File: src/wpt_pkg.sv
// Package: payload structs, status codes and chain link type for the pair tracker.
`timescale 1ns / 1ps
package wpt_pkg;

	// Bytes after the MAC header that a message 2 must at least carry
	localparam int unsigned LLC_BYTES     = 8;
	localparam int unsigned LLC_QOS_BYTES = 10;

	typedef enum logic [2:0] {
		ST_OK      = 3'd0,
		ST_UNKNOWN = 3'd1,
		ST_LOCKED  = 3'd2,
		ST_MSG4    = 3'd3,
		ST_SHORT   = 3'd4,
		ST_FULL    = 3'd5,
		ST_DUP     = 3'd6
	} status_t;

	typedef enum logic [1:0] {
		HIT_NONE   = 2'd0,
		HIT_LIKELY = 2'd1,
		HIT_CONF   = 2'd2
	} hit_t;

	localparam logic OP_BEACON = 1'b0;
	localparam logic OP_KEY    = 1'b1;

	typedef struct packed {
		logic        op;
		logic [47:0] ap_addr;
		logic [63:0] name_tag;
		logic        key_ack;
		logic        key_secure;
		logic        key_install;
		logic [63:0] replay_count;
		logic [15:0] frame_length;
		logic        qos;
	} req_t;

	typedef struct packed {
		logic [1:0] hit_kind;
		logic [7:0] entry_index;
		logic [2:0] status;
	} rsp_t;

	// Word handed from cell to cell, one hop per cycle
	typedef struct packed {
		logic        vld;
		logic        op;
		logic [47:0] addr;
		logic [63:0] tag;
		logic        ack;
		logic        secure;
		logic        install;
		logic [63:0] replay;
		logic        short_frm;
		logic        done;
		logic        added;
		hit_t        hit;
		logic [7:0]  idx;
		status_t     st;
	} link_t;

endpackage

File: src/wpt_cell.sv
// One table entry: holds its key and handshake state, serves the word passing by.
`timescale 1ns / 1ps
module wpt_cell
	import wpt_pkg::*;
#(
	parameter int unsigned IDX = 0,
	parameter int unsigned CW  = 9
) (
	input  logic          clk,
	input  logic          arst_n,
	input  logic [CW-1:0] count,
	input  link_t         lin,
	output link_t         lout
);

	localparam logic [CW-1:0] MY_IDX = CW'(IDX);
	localparam logic [7:0]    IDX8   = 8'(IDX);

	logic [47:0] addr_q;
	logic [63:0] tag_q;
	logic        conf_q;
	logic        hf_q;
	logic [63:0] fr_q;
	logic        hs_q;
	logic [63:0] sr_q;
	logic        vld_q;
	link_t       dat_q;

	logic  live;
	logic  empty_first;
	logic  addr_eq;
	logic  act;
	link_t nxt;

	assign live        = MY_IDX < count;
	assign empty_first = MY_IDX == count;
	assign addr_eq     = addr_q == lin.addr;
	assign act         = lin.vld && !lin.done;

	// Decide what this cell does with the passing word
	always_comb begin
		nxt = lin;
		if (act) begin
			if (lin.op == OP_BEACON) begin
				if (live && addr_eq && tag_q == lin.tag) begin
					nxt.done = 1'b1;
					nxt.idx  = IDX8;
					nxt.st   = ST_DUP;
				end else if (empty_first) begin
					nxt.done  = 1'b1;
					nxt.added = 1'b1;
					nxt.idx   = IDX8;
					nxt.st    = ST_OK;
				end
			end else if (live && addr_eq) begin
				nxt.done = 1'b1;
				nxt.idx  = IDX8;
				if (conf_q)
					nxt.st = ST_LOCKED;
				else if (!lin.ack && lin.secure)
					nxt.st = ST_MSG4;
				else if (!lin.ack && lin.short_frm)
					nxt.st = ST_SHORT;
				else begin
					nxt.st = ST_OK;
					if (!lin.ack && hf_q && fr_q == lin.replay)
						nxt.hit = HIT_LIKELY;
					else if (lin.ack && lin.install && hs_q && (sr_q + 64'd1) == lin.replay)
						nxt.hit = HIT_CONF;
				end
			end
		end
	end

	// Link register toward the next cell
	always_ff @(posedge clk or negedge arst_n) begin
		if (!arst_n)
			vld_q <= 1'b0;
		else
			vld_q <= lin.vld;
	end

	always_ff @(posedge clk) begin
		dat_q <= nxt;
	end

	// Entry state update
	always_ff @(posedge clk) begin
		if (act && nxt.done) begin
			if (nxt.added) begin
				addr_q <= lin.addr;
				tag_q  <= lin.tag;
				conf_q <= 1'b0;
				hf_q   <= 1'b0;
				fr_q   <= '0;
				hs_q   <= 1'b0;
				sr_q   <= '0;
			end else if (lin.op == OP_KEY && nxt.st == ST_OK) begin
				if (!lin.ack) begin
					sr_q <= lin.replay;
					hs_q <= 1'b1;
					hf_q <= 1'b0;
				end else if (lin.install) begin
					hf_q <= 1'b0;
					hs_q <= 1'b0;
					if (nxt.hit == HIT_CONF)
						conf_q <= 1'b1;
				end else begin
					fr_q <= lin.replay;
					hf_q <= 1'b1;
					hs_q <= 1'b0;
				end
			end
		end
	end

	// Outgoing word: valid from the reset register, data from the plain one
	always_comb begin
		lout     = dat_q;
		lout.vld = vld_q;
	end

endmodule

File: config.mk
export PLATFORM = sky130hd
export DESIGN_NAME = wpt_cell
export DESIGN_NICKNAME = d
export VERILOG_FILES = /design/src/wpt_pkg.sv /design/src/wpt_cell.sv
export SDC_FILE = /design/constraint.sdc
export NUM_CORES = 1
export LEC_CHECK = 0
export BUFFER_PORTS_ARGS = -buffer_cell sky130_fd_sc_hd__buf_4
export CORE_MARGIN = 10
export CORE_UTILIZATION = 55
export CTS_BUF_LIST = sky130_fd_sc_hd__clkbuf_8
export DETAILED_ROUTE_END_ITERATION = 6
export GPL_TIMING_DRIVEN = 0
export PLACE_DENSITY = 0.85
export SLEW_MARGIN = 20
export SYNTH_ARGS = -nofsm -noshare
export SYNTH_HDL_FRONTEND = slang
export SYNTH_SLANG_ARGS = --single-unit
File: constraint.sdc
create_clock -name clk -period 17.9 [get_ports clk]
set_clock_uncertainty 0.15 [all_clocks]
set_input_delay 0.895 -clock clk [delete_from_list [all_inputs] [get_ports clk]]
set_output_delay 0.895 -clock clk [all_outputs]
set_load 0.005 [all_outputs]
* After elaboration in Yosys (flattened, before gate mapping)
Cells that the tools add are included.
Word-level totals: register bits after elaboration 440, input port bits 208, output and inout port bits 197, logic and storage cells 89
Operators by class: add/sub/neg operators 1, order comparisons 1, equal/unequal tests 7, muxes and demuxes 34, reduce and logical (&&, ||, !) cells 25
Operators by type and width (count):
- 64-bit 2-to-1 mux | 5
- 64-bit == test | 3
- 64-bit by 1-bit adder with 64-bit output, second input constant | 1
- 48-bit == test | 1
- 11-bit 2-to-1 mux | 3
- 15-bit 2-to-1 mux | 1
- 1-bit 2-to-1 mux | 14
- 2-bit 2-to-1 mux | 7
- 13-bit 2-to-1 mux | 1
- 1-bit logical AND | 12
- 9-bit zero test | 1
- 1-bit by 9-bit less-than comparator with 1-bit output, first input constant | 1
- 3-bit 2-to-1 mux | 3
- 2-bit nonzero test | 4
- 5-bit AND reduction | 1
- 2-bit by 1-bit inequality test with 1-bit output, second input constant | 2
- 2-bit AND reduction | 2
- 4-bit AND reduction | 1
- 3-bit zero test | 1
- 3-bit AND reduction | 1
- 2-bit == test, second input constant | 1
- 1-bit zero test | 2

* Depth between registers and ports, before layout
depth after elaboration 16, gate-level depth with buffers 12, gate-level depth less buffers 11

* Worst setup path after synthesis
OpenSTA, ideal clock, no wires.
path kind input to register, from input port lin[170] (netlist bit), to register sr_q[0], enable pin, arrival time 6034 ps, data required time 17243 ps, setup slack 11208 ps, cell stages on the path 10, path buffers 2, path through xor2_1 -> nor4_1 -> nand4_1 -> or4_1 -> clkbuf_1 -> o22ai_1 -> and2_1 -> clkbuf_1 -> o21ai_0 -> a21oi_1
Between the ends: cells in the longest elaborated chain, start to end 10
RTL lines:
- start: declaration | line wpt_cell.sv:12 | input link_t lin,
- 48-bit == test (*) | line wpt_cell.sv:37 | assign addr_eq = addr_q == lin.addr;
- 1-bit logical AND (*) | line wpt_cell.sv:45, wpt_cell.sv:55
- 1-bit logical AND | line wpt_cell.sv:45 | if (live && addr_eq && tag_q == lin.tag) begin
- 11-bit 2-to-1 mux | line wpt_cell.sv:45
- 11-bit 2-to-1 mux | line wpt_cell.sv:44 | if (lin.op == OP_BEACON) begin
- 15-bit 2-to-1 mux (*) | line wpt_cell.sv:43 | if (act) begin
- 3-bit zero test | line wpt_cell.sv:98 | end else if (lin.op == OP_KEY && nxt.st == ST_OK) begin
- 1-bit logical AND | line wpt_cell.sv:98
- 2-bit nonzero test (no source line)
- 3-bit AND reduction (no source line) (*)
- end signal: assignment | line wpt_cell.sv:100 | sr_q <= lin.replay;
- end: declaration | line wpt_cell.sv:25 | logic [63:0] sr_q;
Every way passes the cells marked *; elsewhere a longest branch is shown, timed or not. A chain may end at the register's enable or synchronous reset.

* Worst setup path in the final report
from input port lin[142] (netlist bit), to register sr_q[58], enable pin
Between the ends: cells in the longest elaborated chain, start to end 9
RTL lines (line):
- 64-bit == test (*) | wpt_cell.sv:45
- 1-bit logical AND (*) | wpt_cell.sv:45
- 11-bit 2-to-1 mux | wpt_cell.sv:45
- 11-bit 2-to-1 mux | wpt_cell.sv:44
- 15-bit 2-to-1 mux (*) | wpt_cell.sv:43
- 3-bit zero test | wpt_cell.sv:98
- 1-bit logical AND | wpt_cell.sv:98
- 2-bit nonzero test (no source line)
- 3-bit AND reduction (no source line) (*)
Marked as above.

==> flow_summary.ini <==
[run_status]
status = complete, no violations

[worst_setup_path]
worstPathArrival_ns = 5.32
crit_chain = buf_4 -> xor2_1 -> nor4_1 -> nand4_1 -> nor4_1 -> nor2_1 -> o22ai_1 -> and2_1 -> clkbuf_1 -> o21ai_0 -> a21oi_4 -> buf_16 -> buf_16 -> buf_16
timing.critical_path.to = sr_q[58]
end_kind = flip-flop
worstSetupPathType = in -> reg
critPathSlowestCell = nor4_1
cp_common_cell = buf_16
critPathLaunch = lin[142]
reg2reg_to = sr_q[58]
path_max_fanout = 22
start_kind = primary input
r2r_cells = 13
cpPeakStageDelay_ns = 0.94
required_ns = 18.04
worstReg2RegStart = tag_q[11]
reg2reg_slack_ns = 12.73

[die]
start_util_pct = 55.4
ios = 405
die_h_um = 192
fp.coreArea_um2 = 29500
die_w_um = 192
fp-row-count = 63
die-area_um2 = 37000

[synthesis]
syn_inst = 1173
yosysUniqueCellTypes = 61
yosysTopAreaCellShare_pct = 44.7
synth.largest_area_cell = edfxtp_1
ys_top_cells_by_area = edfxtp_1, dfxtp_1, xor2_1
synth_most_common_cell = edfxtp_1
synthesis.area_um2 = 16300
async_reset_ff_share_pct = 0.227
yosys_warnings = 0
synth-edff-count = 243
synth_seq_area_share_pct = 68.9
synth_ff_type = edfxtp_1
syn_avg_cell_area_um2 = 13.9
synthTopCellsByCount = edfxtp_1, dfxtp_1, xor2_1, xnor2_1, and2_1
syn_nets = 1382
ys_ff_latch = 440

[timing]
rsz0062_at_grt = no
finalHoldViolations = 0
max_slew_margin_pct = 24.7
tns_ns = 0
fmax_ghz = 0.193
worst_pin_slew_ns = 1.13
finalSetupViolations = 0
hold_ws_ns = 0.239
min_period_over_period_pct = 29.0
finalMaxSlewViolations = 0
fin_crit_ns = 5.19

[grt]
grt_pass1_vias = 12300
antenna_found_initial = 2
grt_overflow = 0
grt_pass1_wl_um = 71600
grt_max_degree = 57
grt_usage_pct = 25.6

[layout]
drive_above_1_share_pct = 31.4
utilization_pct = 73.2
fin_nets = 1867
stdcell_count = 2107
syn_to_final_growth_pct = 32.2

[power_and_ir_drop]
p_leak_uw = 0.00839
p_sw_share_pct = 23.1
pwr-share-seq_pct = 51.4
power_frac_clock_pct = 41.2
p_int_uw = 1640
p_sw_uw = 493
combPwrFrac_pct = 7.4
ir_drop_uv = 89.4
p_per_area_nw_per_um2 = 98.7
totalPowerFinal_uw = 2130

[routing]
vias = 11500
drt_wl_total_um = 48400
vias_per_cell = 5.45
routedWlPerCell_um = 23.0
route.detailed.drc = 0
drt_first_pass_iters = 6
ant_nets = 0
drtIter0Drc = 755

[placement]
gp_congestion = 0.980
post-dp-hpwl_um = 36700
place_inst = 1975
portBuffers = 404

[cts]
cts_resized = 0
cts_buffers = 70
clk_pin_slew_ns = 0.07
cts_buffer_depth = 3
worstSkewPairLatency_ns = 0.63
h-tree-depth = 3
cts_tree = yes
post_cts_buffers = 0
root_buffer = clkbuf_8
cts_sinks = 440

[flow_run]
drv_cap = 0

[min_path]
hold_class = in -> reg
## sequential cells by signal (all words and copies together) (netlist names)
signal  count
hs_q        1
addr_q     48
tag_q      64
sr_q       64
conf_q      1
hf_q        1
lout      196
fr_q       64
vld_q       1
## power groups by stage
stage,combinational (µW),sequential (µW),clock (µW)
2_1_floorplan,40.8,1120,0
3_3_place_gp,152,1120,0
3_5_place_dp,156,1120,0
4_1_cts,158,1100,894
5_1_grt,168,1100,941
6_report,157,1100,878
## placed cells by master (no fill, tap or decap), drive strengths merged, types with 2 or more instances in the layout
| master | netlist | layout |
|---|---|---|
| mux2 | 3 | 3 |
| diode | 0 | 2 |
| nor3 | 14 | 14 |
| a2111oi | 2 | 2 |
| nand2b | 4 | 4 |
| a211oi | 6 | 6 |
| dfxtp | 196 | 196 |
| o21ai | 15 | 15 |
| o2111ai | 3 | 3 |
| buf | 4 | 416 |
| nor4 | 48 | 48 |
| clkbuf | 17 | 98 |
| nand2 | 43 | 43 |
| and4 | 13 | 13 |
| nor2b | 13 | 13 |
| xor2 | 143 | 143 |
| nor3b | 4 | 4 |
| and3 | 16 | 16 |
| a221oi | 4 | 4 |
| a31oi | 2 | 2 |
| and2 | 63 | 63 |
| nand3 | 28 | 28 |
| o2bb2ai | 4 | 4 |
| o211ai | 6 | 6 |
| or3 | 6 | 6 |
| nand3b | 2 | 2 |
| nor2 | 37 | 37 |
| xnor2 | 114 | 114 |
| o22ai | 8 | 8 |
| bufinv | 0 | 3 |
| nand4 | 46 | 46 |
| mux2i | 5 | 5 |
| or4 | 6 | 6 |
| a21oi | 23 | 23 |
| inv | 16 | 44 |
| clkinv | 0 | 17 |
| edfxtp | 243 | 243 |
## routing by layer
metal	global-route usage, %	up-vias	share of wire, %
li1	-	5237	-
met1	29.8	5592	37
met4	9.57	0	2.7
met2	43.2	552	50
met5	0	-	0
met3	8.53	93	10
## metrics by stage
step	setup slack (ns)	area (µm²)
after floorplan	11.21	16300
after global placement	8.37	19900
after detailed placement	12.08	20100
after CTS	12.73	21600
after global routing	12.35	21600
final	12.71	21600
## worst min path at each step
stage             start        end  cells after the start
2_1_floorplan    arst_n      vld_q                      0
3_3_place_gp     arst_n      vld_q                      1
3_5_place_dp     arst_n      vld_q                      1
4_1_cts        lin[125]  lout[125]                      1
5_1_grt        lin[125]  lout[125]                      1
6_report       lin[125]  lout[125]                      1
## worst max-delay path: cells and delay by family
family,cells,cell delay (ns)
AO/OA/AOI/OAI,3,1.42
XOR/XNOR,1,0.15
buffers and inverters,5,1.02
AND/OR/NAND/NOR,5,1.78
## cells by family (layout without fill, tap and decap cells)
logic type | after synthesis | in the layout | synth area share (%)
AND/OR/NAND/NOR | 348 | 348 | 12.5
other | 0 | 2 | 0
flip-flops | 440 | 440 | 68.9
multiplexers | 8 | 8 | 0.513
buffers and inverters | 37 | 579 | 0.950
adder cells (fa/ha/maj) | 1 | 1 | 0.0766
XOR/XNOR | 257 | 257 | 13.8
AO/OA/AOI/OAI | 82 | 82 | 3.29
## area by class of cell
| class | instances | area [µm²] |
|---|---|---|
| flip-flops and latches | 440 | 11200 |
| fillers | 1939 | 7900 |
| multi-input cells | 696 | 4960 |
| repair buffers | 413 | 3260 |
| clock buffers | 81 | 1110 |
| well taps | 390 | 488 |
| clock inverters | 48 | 355 |
| plain buffers | 21 | 95.1 |
| inverters | 16 | 60.1 |
| diodes | 2 | 5.00 |
## what timing repair did
item,in CTS,in global routing
endpoints found under the hold margin,1,0
hold buffers,1,0
setup endpoints to repair,0,0
Note: power is estimated with default switching activity, not from simulation.
